`config.mk`:
```
export PLATFORM = sky130hd
export DESIGN_NAME = lcg_ranged_random_top
export DESIGN_NICKNAME = d
export VERILOG_FILES = /design/src/rtl/lcg_rr_pkg.sv /design/src/rtl/lcg_rr_step.sv /design/src/rtl/lcg_rr_div.sv /design/src/rtl/lcg_ranged_random_top.sv
export SDC_FILE = /design/constraint.sdc
export NUM_CORES = 2
export LEC_CHECK = 0
export BUFFER_PORTS_ARGS = -buffer_cell sky130_fd_sc_hd__buf_2
export CAP_MARGIN = 20
export CORE_UTILIZATION = 55
export CTS_CLUSTER_SIZE = 30
export DETAILED_ROUTE_END_ITERATION = 10
export GPL_TIMING_DRIVEN = 0
export PLACE_DENSITY = 0.72
export SLEW_MARGIN = 20
export SYNTH_ARGS = -nofsm -noshare
export SYNTH_HDL_FRONTEND = slang
export SYNTH_HIERARCHICAL = 1
export SYNTH_SLANG_ARGS = --single-unit
export TNS_END_PERCENT = 30
```
`constraint.sdc`:
```
create_clock -name clk -period 16.9 [get_ports clk]
set_input_delay 3.38 -clock clk [delete_from_list [all_inputs] [get_ports clk]]
set_output_delay 3.38 -clock clk [all_outputs]
set_load 0.02 [all_outputs]
```
`src/rtl/lcg_rr_pkg.sv`:
```
// ----------------------------------------------------------------------------
// lcg_rr_pkg
// Shared constants and types for the ranged random generator.
// ----------------------------------------------------------------------------
package lcg_rr_pkg;

  localparam int unsigned DATA_W = 32;
  localparam int unsigned SEL_W  = 2;
  localparam int unsigned IDX_W  = 2;
  localparam int unsigned CNT_W  = $clog2(DATA_W);

  // generator select codes
  localparam logic [SEL_W-1:0] GEN_A = 2'd0;
  localparam logic [SEL_W-1:0] GEN_B = 2'd1;

  // register indexes
  localparam logic [IDX_W-1:0] REG_GEN_SEL = 2'd0;
  localparam logic [IDX_W-1:0] REG_MIN     = 2'd1;
  localparam logic [IDX_W-1:0] REG_MAX     = 2'd2;

  // lcg constants
  localparam logic [DATA_W-1:0] MUL_A = 32'd8203597;
  localparam logic [DATA_W-1:0] ADD_A = 32'd15;
  localparam logic [DATA_W-1:0] MUL_B = 32'd7563921;
  localparam logic [DATA_W-1:0] ADD_B = 32'd1;

  localparam logic [DATA_W-1:0] MAX_RESET = 32'hFFFF_FFFF;

  // operation codes
  localparam logic OP_DRAW   = 1'b0;
  localparam logic OP_RESEED = 1'b1;

  typedef struct packed {
    logic              start;
    logic [DATA_W-1:0] dividend;
    logic [DATA_W-1:0] divisor;
  } div_req_t;

  typedef struct packed {
    logic busy;
    logic done;
  } div_stat_t;

endpackage

```
`src/rtl/lcg_rr_step.sv`:
```
// ----------------------------------------------------------------------------
// lcg_rr_step
// One linear congruential step, chosen by the generator select code.
// ----------------------------------------------------------------------------
module lcg_rr_step (
  input  logic [lcg_rr_pkg::SEL_W-1:0]  sel,
  input  logic [lcg_rr_pkg::DATA_W-1:0] seed,
  output logic [lcg_rr_pkg::DATA_W-1:0] seed_next
);

  always_comb begin
    unique case (sel)
      lcg_rr_pkg::GEN_A: seed_next = seed * lcg_rr_pkg::MUL_A + lcg_rr_pkg::ADD_A;
      lcg_rr_pkg::GEN_B: seed_next = seed * lcg_rr_pkg::MUL_B + lcg_rr_pkg::ADD_B;
      default:           seed_next = seed;
    endcase
  end

endmodule

```
`src/rtl/lcg_rr_div.sv`:
```
// ----------------------------------------------------------------------------
// lcg_rr_div
// Restoring remainder unit, one quotient bit per cycle.
// ----------------------------------------------------------------------------
module lcg_rr_div (
  input  logic                          clk,
  input  logic                          rst_n,
  input  lcg_rr_pkg::div_req_t          req,
  output lcg_rr_pkg::div_stat_t         stat,
  output logic [lcg_rr_pkg::DATA_W-1:0] rem
);

  logic [lcg_rr_pkg::DATA_W-1:0] dvd_r, dvd_nxt;
  logic [lcg_rr_pkg::DATA_W-1:0] dsr_r, dsr_nxt;
  logic [lcg_rr_pkg::DATA_W-1:0] rem_r, rem_nxt;
  logic [lcg_rr_pkg::CNT_W-1:0]  cnt_r, cnt_nxt;
  logic                          busy_r, busy_nxt;
  logic                          done_r, done_nxt;
  logic [lcg_rr_pkg::DATA_W:0]   trial;

  assign trial = {rem_r, dvd_r[lcg_rr_pkg::DATA_W-1]};

  always_comb begin
    dvd_nxt  = dvd_r;
    dsr_nxt  = dsr_r;
    rem_nxt  = rem_r;
    cnt_nxt  = cnt_r;
    busy_nxt = busy_r;
    done_nxt = 1'b0;
    if (req.start) begin
      dvd_nxt  = req.dividend;
      dsr_nxt  = req.divisor;
      rem_nxt  = '0;
      cnt_nxt  = '0;
      busy_nxt = 1'b1;
    end else if (busy_r) begin
      dvd_nxt = {dvd_r[lcg_rr_pkg::DATA_W-2:0], 1'b0};
      if (trial >= {1'b0, dsr_r}) begin
        rem_nxt = lcg_rr_pkg::DATA_W'(trial - {1'b0, dsr_r});
      end else begin
        rem_nxt = trial[lcg_rr_pkg::DATA_W-1:0];
      end
      cnt_nxt = cnt_r + 1'b1;
      if (cnt_r == {lcg_rr_pkg::CNT_W{1'b1}}) begin
        busy_nxt = 1'b0;
        done_nxt = 1'b1;
      end
    end
  end

  always_ff @(posedge clk) begin
    if (!rst_n) begin
      busy_r <= 1'b0;
      done_r <= 1'b0;
      cnt_r  <= '0;
    end else begin
      busy_r <= busy_nxt;
      done_r <= done_nxt;
      cnt_r  <= cnt_nxt;
    end
  end

  always_ff @(posedge clk) begin
    dvd_r <= dvd_nxt;
    dsr_r <= dsr_nxt;
    rem_r <= rem_nxt;
  end

  assign stat.busy = busy_r;
  assign stat.done = done_r;
  assign rem       = rem_r;

endmodule

```
`src/rtl/lcg_ranged_random_top.sv`:
```
// ----------------------------------------------------------------------------
// lcg_ranged_random_top
// 32-bit linear congruential generator with draws folded into a set range.
// ----------------------------------------------------------------------------
// Each request advances the seed by one generator step (after an optional
// reseed) and returns min plus the new seed modulo the span max+1-min; a zero
// span returns min. A request passes through the step multiply state, then the
// bit-serial remainder unit when the span is non-zero, and then the output
// hand-over state; a zero span skips the remainder unit. A new request is taken
// once the previous result has been moved into the output register, even while
// that result is still waiting to be taken.
// Configuration writes are always accepted and must only be made while idle.
module lcg_ranged_random_top (
  input  logic                          clk,
  input  logic                          rst_n,
  // configuration
  input  logic                          cfg_valid,
  output logic                          cfg_ready,
  input  logic [lcg_rr_pkg::IDX_W-1:0]  cfg_index,
  input  logic [lcg_rr_pkg::DATA_W-1:0] cfg_data,
  // request channel
  input  logic                          in_tvalid,
  output logic                          in_tready,
  input  logic [lcg_rr_pkg::DATA_W-1:0] in_tdata,   // [31:0] new_seed
  input  logic                          in_tuser,   // [0] operation
  // result channel
  output logic                          out_tvalid,
  input  logic                          out_tready,
  output logic [lcg_rr_pkg::DATA_W-1:0] out_tdata   // [31:0] value
);

  localparam logic [1:0] ST_IDLE = 2'd0;
  localparam logic [1:0] ST_MUL  = 2'd1;
  localparam logic [1:0] ST_DIV  = 2'd2;
  localparam logic [1:0] ST_OUT  = 2'd3;

  logic [1:0]                      state_r, state_nxt;
  logic [lcg_rr_pkg::SEL_W-1:0]    gen_sel_r;
  logic [lcg_rr_pkg::DATA_W-1:0]   min_r;
  logic [lcg_rr_pkg::DATA_W-1:0]   max_r;
  logic [lcg_rr_pkg::DATA_W-1:0]   seed_r, seed_nxt;
  logic [lcg_rr_pkg::DATA_W-1:0]   res_r, res_nxt;
  logic                            out_valid_r, out_valid_nxt;
  logic [lcg_rr_pkg::DATA_W-1:0]   out_data_r, out_data_nxt;
  logic [lcg_rr_pkg::DATA_W-1:0]   step_seed;
  logic [lcg_rr_pkg::DATA_W-1:0]   span;
  logic [lcg_rr_pkg::DATA_W-1:0]   div_rem;
  lcg_rr_pkg::div_req_t            div_req;
  lcg_rr_pkg::div_stat_t           div_stat;
  logic                            in_acc;

  lcg_rr_step u_step (
    .sel       (gen_sel_r),
    .seed      (seed_r),
    .seed_next (step_seed)
  );

  lcg_rr_div u_div (
    .clk   (clk),
    .rst_n (rst_n),
    .req   (div_req),
    .stat  (div_stat),
    .rem   (div_rem)
  );

  assign span      = max_r + 1'b1 - min_r;
  assign cfg_ready = 1'b1;
  assign in_tready = (state_r == ST_IDLE);
  assign in_acc    = in_tvalid && in_tready;

  always_comb begin
    state_nxt        = state_r;
    seed_nxt         = seed_r;
    res_nxt          = res_r;
    out_valid_nxt    = out_valid_r;
    out_data_nxt     = out_data_r;
    div_req.start    = 1'b0;
    div_req.dividend = step_seed;
    div_req.divisor  = span;
    if (out_valid_r && out_tready) begin
      out_valid_nxt = 1'b0;
    end
    unique case (state_r)
      ST_IDLE: begin
        if (in_acc) begin
          if (in_tuser == lcg_rr_pkg::OP_RESEED) begin
            seed_nxt = in_tdata;
          end
          state_nxt = ST_MUL;
        end
      end
      ST_MUL: begin
        seed_nxt = step_seed;
        if (span == '0) begin
          res_nxt   = min_r;
          state_nxt = ST_OUT;
        end else begin
          div_req.start = 1'b1;
          state_nxt     = ST_DIV;
        end
      end
      ST_DIV: begin
        if (div_stat.done) begin
          res_nxt   = div_rem + min_r;
          state_nxt = ST_OUT;
        end
      end
      ST_OUT: begin
        if (!out_valid_r || out_tready) begin
          out_valid_nxt = 1'b1;
          out_data_nxt  = res_r;
          state_nxt     = ST_IDLE;
        end
      end
      default: state_nxt = ST_IDLE;
    endcase
  end

  always_ff @(posedge clk) begin
    if (!rst_n) begin
      state_r     <= ST_IDLE;
      out_valid_r <= 1'b0;
      seed_r      <= '0;
      gen_sel_r   <= lcg_rr_pkg::GEN_A;
      min_r       <= '0;
      max_r       <= lcg_rr_pkg::MAX_RESET;
    end else begin
      state_r     <= state_nxt;
      out_valid_r <= out_valid_nxt;
      seed_r      <= seed_nxt;
      if (cfg_valid && cfg_ready) begin
        unique case (cfg_index)
          lcg_rr_pkg::REG_GEN_SEL: gen_sel_r <= cfg_data[lcg_rr_pkg::SEL_W-1:0];
          lcg_rr_pkg::REG_MIN:     min_r     <= cfg_data;
          lcg_rr_pkg::REG_MAX:     max_r     <= cfg_data;
          default: ;
        endcase
      end
    end
  end

  always_ff @(posedge clk) begin
    res_r      <= res_nxt;
    out_data_r <= out_data_nxt;
  end

  assign out_tvalid = out_valid_r;
  assign out_tdata  = out_data_r;

endmodule
```
==> summary.md <==
| Metric | Value |
|---|---|
| Fmax | `122 MHz` |
| CP arrival | `8.55 ns` |
| Most common cell after layout, fill and taps aside | `inv_1` |
| Max Cap Viol | `0` |
| Initial Utilization | `55.7%` |
| FP Rows | `88` |
| Hold Buf Count CTS | `0` |
| Reg clk slew, reported paths | `0.06 ns` |
| DR WL/cell | `21.2 um` |
| RSZ-0062 raised after global routing | `false` |
| Initial antenna violation count | `3` |
| I/O Pins | `107` |
| Area growth syn-to-layout | `8.20%` |
| Final setup margin | `8.69 ns` |
| Mapped Nets | `4239` |
| Worst hold path class | `flip-flop to flip-flop` |
| Fin. Hold Viols | `0` |
| Pre-antenna DRT Iters | `7` |
| Post-CTS Resized | `0` |
| Final cycle utilization of the critical path | `48.6%` |
| HPWL after DPL | `76800 um` |
| CTS tree | `done` |
| Die Span Y | `244 um` |
| Setup WS pre-CTS | `8.93 ns` |
| Core area | `0.0577 sq mm` |
| DRT Wirelength | `91800 um` |
| Root buf cell | `clkbuf_16` |
| TNS Setup | `0 ns` |
| Slew headroom | `24.8%` |
| Non-Filler Instances | `4325` |
| CP Capture Type | `flip-flop` |
| PortBufs | `105` |
| Die X | `244 um` |
| Critical path peak fanout | `19` |
| WP data required | `17.25 ns` |
| H-tree lvl count | `1` |
| Slew @ Worst Pin | `1.13 ns` |
| Routed Antenna Nets | `0` |
| Most frequent cells in the layout | `inv_1, ha_1, fa_1, nand2_1, dfxtp_1` |
| DR iter-0 viols | `2168` |
| Placed Cells | `4266` |
| CP startpoint kind | `flip-flop` |
| Post-synthesis cell count | `3392` |
| Pins Over Slew Limit | `0` |
| Status | `finished, final reports clean` |
| Count of final setup violators | `0` |
| Largest net degree at the start of global routing | `33` |
| DRC | `0` |
| Setup repair bufs after CTS | `0` |
| Nets | `4381` |
| Period minus WS final | `8.21 ns` |
| Vias per cell | `5.75` |
| Synthesized cell area | `0.0321 sq mm` |
| Clk Latency, worst-skew pair | `0.61 ns` |
| Clock buffer depth | `3` |
| GRT Util Overall | `31.2%` |
| GR Overflow Total | `0` |
| Vias | `24900` |
| Max Clock Skew | `0.0255 ns` |
| Layout cells sized above 1 | `7.78%` |
| Die Footprint | `0.0594 sq mm` |
| Routability congestion estimate | `0.986` |
| Mean Syn Cell Area | `9.48 sq um` |
| Hold_ws | `0.420 ns` |
| First-pass GRT wire length | `141000 um` |
| Synth warn | `6` |
| CTS Buf Count | `31` |
| Crit Path Class | `flip-flop to flip-flop` |
| Vias in the first global route | `24500` |
| Sink Count | `268` |
-- registers in the layout, summed over array words and instances, names as in the netlist --
name          flops
res_r            32
u_div/done_r      1
out_tdata        32
u_div/dsr_r      32
u_div/busy_r      1
u_div/cnt_r       5
gen_sel_r         2
state_r           2
min_r            32
u_div/rem        32
max_r            32
seed_r           32
u_div/dvd_r      32
out_tvalid        1
-- stage by stage --
step	util, %	area [sq um]
2_1_floorplan	-	32100
3_3_place_gp	58.3	33600
3_5_place_dp	58.4	33700
4_1_cts	60.3	34800
5_1_grt	60.3	34800
6_report	60.3	34800
-- cell type report --
type                    instances  area (sq um)
inverters                     657          2470
repair buffers                109           587
well taps                     765           957
multi-input cells            2371         22600
fillers                      5020         22900
flip-flops and latches        268          6650
diodes                          1          2.50
plain buffers                  96           472
clock inverters                21           253
clock buffers                  37           808
-- final timing paths --
kind | startpoint | endpoint | slack [ns] | depth (start not counted)
setup / recovery | seed_r[0]$_SDFFE_PN0P_ | u_div/dvd_r[31]$_DFFE_PP_ | 8.69 | 23
hold reg to reg | res_r[15]$_DFFE_PP_ | out_tdata[15]$_DFFE_PP_ | 0.42 | 0
setup reg to reg | seed_r[0]$_SDFFE_PN0P_ | u_div/dvd_r[31]$_DFFE_PP_ | 8.69 | 23
hold / removal | res_r[15]$_DFFE_PP_ | out_tdata[15]$_DFFE_PP_ | 0.42 | 0
-- routing by layer --
metal	vias to the layer above	GRT usage, %	routed length, um	part of all wire, %
met5	-	0	18	0.020
met3	141	7.92	9370	10
met1	12000	45.8	42000	46
li1	11700	-	-	-
met2	973	45.2	37900	41
met4	4	8.36	2520	2.7
-- critical path, stage by stage (launching register included) --
cell and delay (ns):
dfxtp_1 1.04, inv_1 0.36, fa_1 0.76, xnor2_1 0.16, ha_1 0.30, inv_1 0.05, fa_1 0.47, inv_1 0.05
fa_1 0.54, fa_1 0.45, fa_1 0.52, inv_1 0.07, fa_1 0.47, inv_1 0.04, ha_1 0.36, nand3_1 0.11
o21ba_2 0.24, o21ai_1 0.20, a31oi_1 0.48, a31o_2 0.26, a21oi_1 0.08, mux2i_1 0.12, a211o_1 0.46, mux2_2 0.32
Power is not shown: default switching activity piles up to over one toggle a cycle in this logic, so the estimate is an artifact.
